===== config.mk =====
export PLATFORM = sky130hd
export DESIGN_NAME = extent_run_list_decoder_top
export DESIGN_NICKNAME = d
export VERILOG_FILES = /design/src/design/erld_pkg.sv /design/src/design/extent_run_list_decoder_top.sv
export SDC_FILE = /design/constraint.sdc
export NUM_CORES = 2
export LEC_CHECK = 0
export BUFFER_PORTS_ARGS = -buffer_cell sky130_fd_sc_hd__buf_2
export CAP_MARGIN = 20
export CORE_ASPECT_RATIO = 2
export CORE_MARGIN = 5
export CORE_UTILIZATION = 25
export CTS_CLUSTER_DIAMETER = 30
export DETAILED_ROUTE_END_ITERATION = 16
export PLACE_DENSITY = 0.48
export SYNTH_ARGS = -nofsm -noshare
export SYNTH_HDL_FRONTEND = slang
export SYNTH_SLANG_ARGS = --single-unit

===== constraint.sdc =====
create_clock -name clk -period 6.3 [get_ports clk]
set_input_delay 1.26 -clock clk [delete_from_list [all_inputs] [get_ports clk]]
set_output_delay 1.26 -clock clk [all_outputs]
set_load 0.01 [all_outputs]

===== src/design/erld_pkg.sv =====
// Shared types and constants for the extent run list decoder.
// Holds phase and status codes, the result word type and queue sizing.
// No dependencies.
`timescale 1ns / 1ps

package erld_pkg;

  // Decoder phases
  localparam logic [1:0] PH_HEADER = 2'd0;
  localparam logic [1:0] PH_LENGTH = 2'd1;
  localparam logic [1:0] PH_OFFSET = 2'd2;
  localparam logic [1:0] PH_SKIP   = 2'd3;

  // Result status codes
  localparam logic [2:0] ST_RUN     = 3'd0;
  localparam logic [2:0] ST_END     = 3'd1;
  localparam logic [2:0] ST_BADSIZE = 3'd2;
  localparam logic [2:0] ST_TRUNC   = 3'd3;
  localparam logic [2:0] ST_NEG     = 3'd4;

  // Result queue sizing: one byte yields at most two results
  localparam int RES_DEPTH = 4;
  localparam int PTR_W     = $clog2(RES_DEPTH);
  localparam int CNT_W     = $clog2(RES_DEPTH + 1);

  typedef struct packed {
    logic [2:0]  status;
    logic [63:0] vcn_start;
    logic [63:0] cluster_count;
    logic [62:0] lcn_start;
    logic        sparse;
    logic        list_end;
  } result_t;

endpackage


===== src/design/extent_run_list_decoder_top.sv =====
// Extent run list decoder top level: byte input register, decode logic,
// result queue and start-VCN configuration register. Depends on erld_pkg.
`timescale 1ns / 1ps

// Usage:
//   Input channel (in_valid / in_stall) carries one run list byte per word,
//   with in_last_byte high on the final byte of a buffer. Output channel
//   (out_valid / out_stall) carries one result word: a decoded run (status 0)
//   or a list end / error status with out_list_end high.
//   cfg_wr_en / cfg_wr_data load start_vcn; it is sampled when the first byte
//   of each list is decoded, so load it while the block is idle.
// Throughput: one byte per cycle while the queue has room. An accepted byte
//   waits in the input register and is decoded there once the queue has room;
//   its results are registered into the queue, whose head word drives the
//   output. A byte that ends a run on the last buffer byte gives two results,
//   drained one per cycle while out_stall is low.
// Stalls: results wait in a four-word queue; the input stalls only when the
//   queue has fewer than two free words, which the output stall alone sets.
// Reset: rst_n (synchronous, active low) empties the queue and input
//   register, clears start_vcn and arms the block for a new list.
module extent_run_list_decoder_top
  import erld_pkg::*;
#(
  parameter int MAX_FIELD_BYTES = 8
) (
  input  logic        clk,
  input  logic        rst_n,
  // configuration
  input  logic        cfg_wr_en,
  input  logic [63:0] cfg_wr_data,
  // input bytes
  input  logic        in_valid,
  output logic        in_stall,
  input  logic [7:0]  in_run_byte,
  input  logic        in_last_byte,
  // results
  output logic        out_valid,
  input  logic        out_stall,
  output logic [2:0]  out_status,
  output logic [63:0] out_vcn_start,
  output logic [63:0] out_cluster_count,
  output logic [62:0] out_lcn_start,
  output logic        out_sparse,
  output logic        out_list_end
);

  localparam logic [3:0] MaxBytes = 4'(MAX_FIELD_BYTES);

  // input register
  logic        in_v_r;
  logic [7:0]  byte_r;
  logic        last_r;

  // decode state
  logic [1:0]  phase_r, phase_nxt;
  logic        fresh_r, fresh_nxt;
  logic [3:0]  len_bytes_r, len_bytes_nxt;
  logic [3:0]  off_bytes_r, off_bytes_nxt;
  logic [3:0]  pos_r, pos_nxt;
  logic [63:0] len_acc_r, len_acc_nxt;
  logic [63:0] off_acc_r, off_acc_nxt;
  logic [63:0] lcn_r, lcn_nxt;
  logic [63:0] vcn_r, vcn_nxt;
  logic [63:0] start_vcn_r;

  // result queue
  result_t            res_q_r [RES_DEPTH];
  logic [PTR_W-1:0]   wr_ptr_r, rd_ptr_r;
  logic [CNT_W-1:0]   cnt_r;

  // decode datapath
  logic        advance, proc, pop;
  logic [1:0]  cur_phase;
  logic [63:0] cur_vcn, cur_lcn;
  logic [63:0] shifted, len_acc_or, off_acc_or, run_len;
  logic [3:0]  pos_inc;
  logic [5:0]  sign_idx;
  logic [63:0] ext_mask, delta, lcn_sum;
  logic [3:0]  hdr_lb, hdr_ob;
  logic [1:0]  push_n;
  result_t     res0, res1, stop_res, run_res;

  // Accept a new byte whenever the queue can absorb two results
  assign advance  = (cnt_r <= CNT_W'(RES_DEPTH - 2));
  assign proc     = in_v_r && advance;
  assign in_stall = in_v_r && !advance;
  assign pop      = out_valid && !out_stall;

  // Hold the input byte
  always_ff @(posedge clk) begin
    if (!rst_n) begin
      in_v_r <= 1'b0;
    end else if (!in_stall) begin
      in_v_r <= in_valid;
    end
    if (!in_stall && in_valid) begin
      byte_r <= in_run_byte;
      last_r <= in_last_byte;
    end
  end

  // Load start_vcn
  always_ff @(posedge clk) begin
    if (!rst_n) begin
      start_vcn_r <= '0;
    end else if (cfg_wr_en) begin
      start_vcn_r <= cfg_wr_data;
    end
  end

  // Field bytes, sign extension and the running LCN sum
  always_comb begin
    cur_phase  = fresh_r ? PH_HEADER : phase_r;
    cur_vcn    = fresh_r ? start_vcn_r : vcn_r;
    cur_lcn    = fresh_r ? 64'd0 : lcn_r;
    shifted    = {56'd0, byte_r} << {pos_r[2:0], 3'b000};
    len_acc_or = len_acc_r | shifted;
    off_acc_or = off_acc_r | shifted;
    pos_inc    = pos_r + 4'd1;
    run_len    = (cur_phase == PH_LENGTH) ? len_acc_or : len_acc_r;
    sign_idx   = {off_bytes_r[2:0] - 3'd1, 3'b111};
    ext_mask   = ~64'd0 << {off_bytes_r, 3'b000};
    delta      = off_acc_or[sign_idx] ? (off_acc_or | ext_mask) : off_acc_or;
    lcn_sum    = cur_lcn + delta;
    hdr_lb     = byte_r[3:0];
    hdr_ob     = byte_r[7:4];
  end

  // Result word templates
  always_comb begin
    stop_res          = '0;
    stop_res.list_end = 1'b1;
    run_res               = '0;
    run_res.status        = ST_RUN;
    run_res.vcn_start     = cur_vcn;
    run_res.cluster_count = run_len;
    run_res.lcn_start     = (cur_phase == PH_LENGTH) ? 63'd0 : lcn_sum[62:0];
    run_res.sparse        = (cur_phase == PH_LENGTH);
  end

  // Decode one byte
  always_comb begin
    phase_nxt     = cur_phase;
    fresh_nxt     = fresh_r;
    len_bytes_nxt = len_bytes_r;
    off_bytes_nxt = off_bytes_r;
    pos_nxt       = pos_r;
    len_acc_nxt   = len_acc_r;
    off_acc_nxt   = off_acc_r;
    lcn_nxt       = cur_lcn;
    vcn_nxt       = cur_vcn;
    push_n        = 2'd0;
    res0          = stop_res;
    res1          = stop_res;
    res1.status   = ST_END;

    unique case (cur_phase)
      PH_HEADER: begin
        len_bytes_nxt = hdr_lb;
        off_bytes_nxt = hdr_ob;
        if (byte_r == 8'd0) begin
          push_n = 2'd1; res0.status = ST_END; phase_nxt = PH_SKIP;
        end else if (hdr_lb == 4'd0 || hdr_lb > MaxBytes || hdr_ob > MaxBytes) begin
          push_n = 2'd1; res0.status = ST_BADSIZE; phase_nxt = PH_SKIP;
        end else if (last_r) begin
          push_n = 2'd1; res0.status = ST_TRUNC; phase_nxt = PH_SKIP;
        end else begin
          pos_nxt     = 4'd0;
          len_acc_nxt = '0;
          off_acc_nxt = '0;
          phase_nxt   = PH_LENGTH;
        end
      end
      PH_LENGTH, PH_OFFSET: begin
        pos_nxt = pos_inc;
        if (cur_phase == PH_LENGTH) begin
          len_acc_nxt = len_acc_or;
        end else begin
          off_acc_nxt = off_acc_or;
        end
        priority if (cur_phase == PH_LENGTH && pos_inc >= len_bytes_r &&
                     off_bytes_r != 4'd0) begin
          // length done, offset follows
          if (last_r) begin
            push_n = 2'd1; res0.status = ST_TRUNC; phase_nxt = PH_SKIP;
          end else begin
            pos_nxt   = 4'd0;
            phase_nxt = PH_OFFSET;
          end
        end else if ((cur_phase == PH_LENGTH && pos_inc >= len_bytes_r) ||
                     (cur_phase == PH_OFFSET && pos_inc >= off_bytes_r)) begin
          // run complete
          if (cur_phase == PH_OFFSET) begin
            lcn_nxt = lcn_sum;
          end
          if (cur_phase == PH_OFFSET && lcn_sum[63]) begin
            push_n = 2'd1; res0.status = ST_NEG; phase_nxt = PH_SKIP;
          end else begin
            res0      = run_res;
            vcn_nxt   = cur_vcn + run_len;
            phase_nxt = PH_HEADER;
            if (last_r) begin
              push_n    = 2'd2;
              phase_nxt = PH_SKIP;
            end else begin
              push_n = 2'd1;
            end
          end
        end else if (last_r) begin
          push_n = 2'd1; res0.status = ST_TRUNC; phase_nxt = PH_SKIP;
        end
      end
      PH_SKIP: begin
      end
      default: begin
      end
    endcase

    // Rearm for a new list after the buffer's last byte
    if (last_r) begin
      phase_nxt = PH_HEADER;
      fresh_nxt = 1'b1;
    end else begin
      fresh_nxt = 1'b0;
    end
  end

  // Advance decode state
  always_ff @(posedge clk) begin
    if (!rst_n) begin
      phase_r <= PH_HEADER;
      fresh_r <= 1'b1;
    end else if (proc) begin
      phase_r <= phase_nxt;
      fresh_r <= fresh_nxt;
    end
    if (proc) begin
      len_bytes_r <= len_bytes_nxt;
      off_bytes_r <= off_bytes_nxt;
      pos_r       <= pos_nxt;
      len_acc_r   <= len_acc_nxt;
      off_acc_r   <= off_acc_nxt;
      lcn_r       <= lcn_nxt;
      vcn_r       <= vcn_nxt;
    end
  end

  // Push results, drop the head word once taken
  always_ff @(posedge clk) begin
    if (!rst_n) begin
      wr_ptr_r <= '0;
      rd_ptr_r <= '0;
      cnt_r    <= '0;
    end else begin
      if (proc) begin
        wr_ptr_r <= wr_ptr_r + PTR_W'(push_n);
      end
      if (pop) begin
        rd_ptr_r <= rd_ptr_r + PTR_W'(1);
      end
      cnt_r <= cnt_r + (proc ? CNT_W'(push_n) : CNT_W'(0)) - CNT_W'(pop);
    end
    if (proc && push_n != 2'd0) begin
      res_q_r[wr_ptr_r] <= res0;
    end
    if (proc && push_n == 2'd2) begin
      res_q_r[wr_ptr_r + PTR_W'(1)] <= res1;
    end
  end

  // Drive the head word
  assign out_valid         = (cnt_r != '0);
  assign out_status        = res_q_r[rd_ptr_r].status;
  assign out_vcn_start     = res_q_r[rd_ptr_r].vcn_start;
  assign out_cluster_count = res_q_r[rd_ptr_r].cluster_count;
  assign out_lcn_start     = res_q_r[rd_ptr_r].lcn_start;
  assign out_sparse        = res_q_r[rd_ptr_r].sparse;
  assign out_list_end      = res_q_r[rd_ptr_r].list_end;

  // Queue never overfills
  a_cnt_bound: assert property (@(posedge clk) disable iff (!rst_n)
    cnt_r <= CNT_W'(RES_DEPTH))
    else $error("result queue overflow");

  // Two results only for a run closed by the buffer's last byte
  a_pair_on_last: assert property (@(posedge clk) disable iff (!rst_n)
    (proc && push_n == 2'd2) |-> (last_r && res0.status == ST_RUN))
    else $error("result pair without last byte");

  // Every non-run result closes the list
  a_stop_ends: assert property (@(posedge clk) disable iff (!rst_n)
    (proc && push_n != 2'd0 && res0.status != ST_RUN) |-> res0.list_end)
    else $error("status result without list end");

  // Skipped bytes produce nothing
  a_skip_quiet: assert property (@(posedge clk) disable iff (!rst_n)
    (proc && cur_phase == PH_SKIP) |-> (push_n == 2'd0))
    else $error("result while skipping");

  // The last byte rearms the decoder
  a_rearm: assert property (@(posedge clk) disable iff (!rst_n)
    (proc && last_r) |=> (fresh_r && phase_r == PH_HEADER))
    else $error("decoder not rearmed after last byte");

endmodule


Yosys cells after proc, flatten, opt, wreduce, memory -nomap -nowiden --
Memory sizes are Yosys's and may differ from the RTL's. A register that Yosys moved wholly into a read port is not among the register bits. Index checks and enable logic that the tools add are counted.
Storage, ports and cells: output and inout bits 198, register bits after elaboration 352, memory bits (writable) 784, word-level logic and storage cells 133, bits of input ports 78, memories kept 1
Cells by class: shift-type cells 2, equal/unequal tests 7, reduce and logical (&&, ||, !) cells 27, add/subtract/negate cells 9, multiplexer cells 62, magnitude comparators 6, bitwise operators 3
Memory list:
- res_q_r | depth 4, width 196, rd ports 1, clocked after memory_dff 1, write ports 2, RTL line extent_run_list_decoder_top.sv:67 | result_t res_q_r [RES_DEPTH];
Operator list (number):
- two-way mux 64 bit | 16
- two-way mux 193 bit | 4
- one-hot mux 64 bit (2 select lines) | 2
- bitwise OR 64 bit | 3
- adder 64 bit | 2
- << shifter 64 x 7 -> 64 bit (first input constant) | 1
- << shifter 8 x 6 -> 64 bit | 1
- two-way mux 63 bit | 1
- two-way mux 2 bit | 17
- two-way mux 4 bit | 5
- logical AND 1 bit | 10
- two-way mux 1 bit | 9
- two-way mux 3 bit | 3
- greater-or-equal comparator 4 bit | 2
- > comparator 4 bit (second input constant) | 2
- zero test 8 bit | 1
- inequality test 2 bit (second input constant) | 4
- one-hot mux 2 bit (2 select lines) | 2
- one-hot mux 4 bit (2 select lines) | 1
- less-than comparator 6 x 7 -> 1 bit (second input constant) | 1
- one-hot mux 3 bit (2 select lines) | 1
- AND reduction 6 bit | 1
- AND reduction 5 bit | 1
- adder 2 x 1 -> 2 bit (second input constant) | 2
- 18 further kinds | 24

Longest topological paths before layout --
depth in word-level cells 15, gate-level depth with buffers 27, depth with buffers taken out 24

Least setup slack after synthesis --
No wires, ideal clock.
path kind flip-flop to flip-flop, start point register cnt_r[0], end point register len_acc_r[0] (enable), period minus slack after synthesis 6950 ps, buffers on the path 0, cell stages (with the launch flop) 6, arrival time 6456 ps, path slack -650 ps, data required time 5806 ps, library setup time 494 ps, path through dfxtp_1 a21oi_1 nand2_1 inv_1 nand2_1 nor2_1
On the way: word-level cells in the longest chain between the ends 3
RTL lines:
- from (decl) | RTL line extent_run_list_decoder_top.sv:69 | logic [CNT_W-1:0] cnt_r;
- from (signal assigned) | RTL line extent_run_list_decoder_top.sv:261 | cnt_r <= cnt_r + (proc ? CNT_W'(push_n) : CNT_W'(0)) - CNT_W'(pop);
- less-or-equal comparator 3 x 2 -> 1 bit | RTL line extent_run_list_decoder_top.sv:84 | assign advance = (cnt_r <= CNT_W'(RES_DEPTH - 2));
- logical AND 1 bit | RTL line extent_run_list_decoder_top.sv:85 | assign proc = in_v_r && advance;
- named net proc | RTL line extent_run_list_decoder_top.sv:72 | logic advance, proc, pop;
- AND reduction 5 bit (no line)
- to (signal assigned) | RTL line extent_run_list_decoder_top.sv:241 | len_acc_r <= len_acc_nxt;
- to (decl) | RTL line extent_run_list_decoder_top.sv:60 | logic [63:0] len_acc_r, len_acc_nxt;
The timed path passes the listed nets, and every way through them passes these cells. A chain may end at the register's enable or synchronous reset.

==> impl_results.md <==
- Switching share of power: a little under a third
- Residual DRC: 0
- RSZ-0062 raised after global routing: yes
- Die area: 242000 um2
- Dpl hpwl: 175000 um
- Pint: 0.0177 W
- Share of cells above drive strength 1: 19.4%
- Leak: 28.3 nW
- Largest stage delay on the critical path: 0.50 ns
- Port Buf Inserts: approximately 280
- Via count: approximately 52000
- CP max-delay cell: fa_1
- Startpoint Class: register
- Register area share after synthesis: 44.1%
- Pwr dens: ~350 nW/um2
- Fmax: approximately 170 MHz
- Placed Cells: 9341
- Crit Reg-Reg Startpoint: byte_r[7]
- Register bit total from synthesis: 1138
- Critical Path Most Common Cell: buf_4
- Hold endpoint: res_q_r[3][129]
- Most frequent cells in the layout: dfxtp_1, a21oi_1, nand2_1
- Setup TNS: 0 ns
- Crit-path cells: buf_4, and2b_1, a31oi_1, mux4_2, o22a_1, inv_1, nand2_2, nand2_1, ha_1, fa_1, a211oi_1, o211ai_1, nand4_1, o211ai_1, buf_4, o22a_1, and4_1, o311a_1, o21a_1, nor3_1, buf_4, nand3_1, a21oi_1
- CP max FO: 8
- Tot Pwr: approximately 0.025 W
- Yosys Warn Count: 0
- Slew @ Worst Pin: 1.38 ns
- Comb pwr share: ~18%
- Power share of the clock group: 50.5%
- Hold depth: 2
- Worst hold path class: register to register
- Synth cell types: 82
- Setup CP Type: register to register
- Skew final: 0.0897 ns
- DRT iter0 DRCs: 4406
- Cells on worst reg2reg path: 23
- Clock Sinks: roughly 1100
- Max_cap viols: 0
- Total Wirelength: roughly 250000 um
- Initial antenna violation count: 18
- Die Ht: 691 um
- Area share of the largest cell type after synthesis: 29.7%
- Final nets: approximately 6800
- Top FF cell, synth: dfxtp_1
- Asr flop ratio synth: 0%
- Syn_area_per_cell: 9.17 um2
- Number of cell rows: 250
- Area Overhead vs Synth: 24.7%
- CP bufs+invs: 4
- GPL Wtd Cong: 0.923
- H-tree depth: 4
- Num ports: approximately 280
- Final ANT Viol Nets: 0
- Fin crit share: a little over nine tenths
- Seq pwr share: 31.5%
- Fin. max-slew vios: 0
- Min cycle time layout: 5.98 ns
- Per-cell routed wire length: 25.9 um
- Peak supply drop: 212 uV
- Mapped Area: 58000 um2
- Status: complete, no violations
- Drt first pass iters: 6
- Worst r2r dst: res_q_r[3][56]
- Worst hold start: res_q_r[3][129]
- Initial core utilization: about a quarter
- WP data required: 7.07 ns
- Yosys top cell by area: dfxtp_1
- Final cell count without fillers: 9786
- All-layer global routing usage: 20.1%
- Gr ovfl total: 0
- Vias in the first global route: 51100
- Later-pin clock latency in the skew report: 0.90 ns
- Root Driver: clkbuf_16
- Worst-path clk slew: 0.06 ns
- Global-route wire length before repair: 364000 um
- Post-Synthesis Cells: 6324
- Endpoints failing setup: 0
- CP delay by family, top: compound AO/OA/AOI/OAI gates
- Crit end category: register
- NetSw: 0.00769 W
- Max_slew headroom: 8.08%
- Chip Width: 350 um
- Cts hold-fix bufs: 0
- CTS buffer count: 235
- Pin count of the biggest net entering global routing: roughly 140
- Final Util: around 31%
- Mapped Nets: 6553
- Vias per cell: 5.28
- Largest cells by area after synthesis: dfxtp_1, edfxtp_1, mux4_2
- Endpoints failing hold: 0
- Post-synth EDFFs: 277
- WP data arrival: 6.74 ns
- Core Region: 231000 um2
- Clock Path Buffers: 4
- R2r setup slk: 0.32 ns
- CTS tree: built
- Commonest non-fill, non-tap cell in the layout: dfxtp_1
[repair_timing]
| item | 4_1_cts | 5_1_grt |
|---|---|---|
| setup endpoints to repair | 12 | 361 |
| cloned | 0 | 1 |
| endpoints found under the hold margin | 0 | 0 |
| gates resized for setup | 2 | 14 |
| setup buffers | 2 | 6 |
| pin swaps | 0 | 2 |
[power by group through the flow]
| stage | Sequential [W] | Combinational (W) | Clock (W) |
|---|---|---|---|
| floorplan | 0.00797 | 0.00300 | 0 |
| global placement | 0.00814 | 0.00454 | 0 |
| detailed placement | 0.00814 | 0.00454 | 0 |
| CTS | 0.00800 | 0.00457 | 0.0130 |
| global route | 0.00801 | 0.00488 | 0.0133 |
| finish | 0.00799 | 0.00456 | 0.0128 |
[synth_stat cells (62+ instances only)]
| cell type | count |
|---|---|
| a21oi_1 | 709 |
| nand3_1 | 522 |
| xnor2_1 | 67 |
| dfxtp_1 | 861 |
| mux2i_1 | 216 |
| nand2_1 | 536 |
| a21o_1 | 91 |
| inv_1 | 133 |
| o21ai_1 | 210 |
| o211ai_1 | 93 |
| o21ai_0 | 444 |
| mux4_2 | 198 |
| buf_1 | 64 |
| clkbuf_1 | 397 |
| o31ai_1 | 81 |
| nand4_1 | 62 |
| nor2b_1 | 84 |
| edfxtp_1 | 277 |
| ha_1 | 148 |
| nor2_1 | 471 |
[metrics by stage]
step / worst slack (ns) / hold WS, ns / area, um2
2_1_floorplan: 0.313 / 0.421 / 58000
3_3_place_gp: -0.213 / 0.432 / 63900
3_5_place_dp: -0.233 / 0.439 / 63900
4_1_cts: 0.0211 / 0.445 / 72100
5_1_grt: -0.00162 / 0.454 / 72300
6_report: 0.323 / 0.443 / 72300
[state kept, by name, indices dropped and copies added (netlist names), named ones only]
| name | cells |
|---|---|
| byte_r | 8 |
| cnt_r | 3 |
| fresh_r | 1 |
| in_v_r | 1 |
| last_r | 1 |
| lcn_r | 64 |
| len_acc_r | 64 |
| len_bytes_r | 4 |
| off_acc_r | 64 |
| off_bytes_r | 4 |
| phase_r | 2 |
| pos_r | 4 |
| rd_ptr_r | 2 |
| res_q_r | 784 |
| start_vcn_r | 64 |
| vcn_r | 64 |
| wr_ptr_r | 2 |
[worst max path at each step]
| stage | from | endpoint | cells after the start | slack, ns |
|---|---|---|---|---|
| 2_1_floorplan | cnt_r[0] | len_acc_r[0] | 5 | 0.31 |
| 3_3_place_gp | byte_r[7] | res_q_r[1][64] | 22 | -0.21 |
| 3_5_place_dp | byte_r[7] | res_q_r[1][64] | 22 | -0.23 |
| 4_1_cts | pos_r[0] | res_q_r[1][62] | 23 | 0.02 |
| 5_1_grt | pos_r[0] | res_q_r[0][44] | 22 | -0.002 |
| 6_report | byte_r[7] | res_q_r[3][56] | 23 | 0.32 |
[layer usage]
| layer | GRT usage (%) | up-vias | wire, um |
|---|---|---|---|
| li1 | - | 23600 | - |
| met3 | 2.65 | 499 | 13600 |
| met4 | 9.92 | 8 | 14500 |
| met5 | 0 | - | 49 |
| met2 | 36.4 | 2046 | 131000 |
| met1 | 23.0 | 25500 | 95000 |
[worst min-delay path, delay by kind of cell (launching register included)]
kind	cells	cell delay, ns
compound gates	1	0.05
simple gates	1	0.05
flops	1	0.30
[cells by family after synthesis]
kind of cell    Yosys count  share of synthesized area (%)
simple gates           1903                           15.1
mux                     469                           12.5
xor+xnor                115                           1.74
compound gates         1854                           18.4
buf+inv                 694                           4.90
fa+ha+maj               151                           3.30
flops                  1138                           44.1
[cell type report]
| type | count | area (um2) |
|---|---|---|
| Tap cell | 3024 | 3780 |
| Multi-Input combinational cell | 4493 | 29800 |
| Sequential cell | 1138 | 25600 |
| Clock buffer | 279 | 6460 |
| Timing Repair Buffer | 561 | 4420 |
| Fill cell | 24200 | 159000 |
| Inverter | 134 | 508 |
| Antenna cell | 6 | 15.0 |
| Clock inverter | 151 | 1720 |
Power figures use the tool's default switching activity.
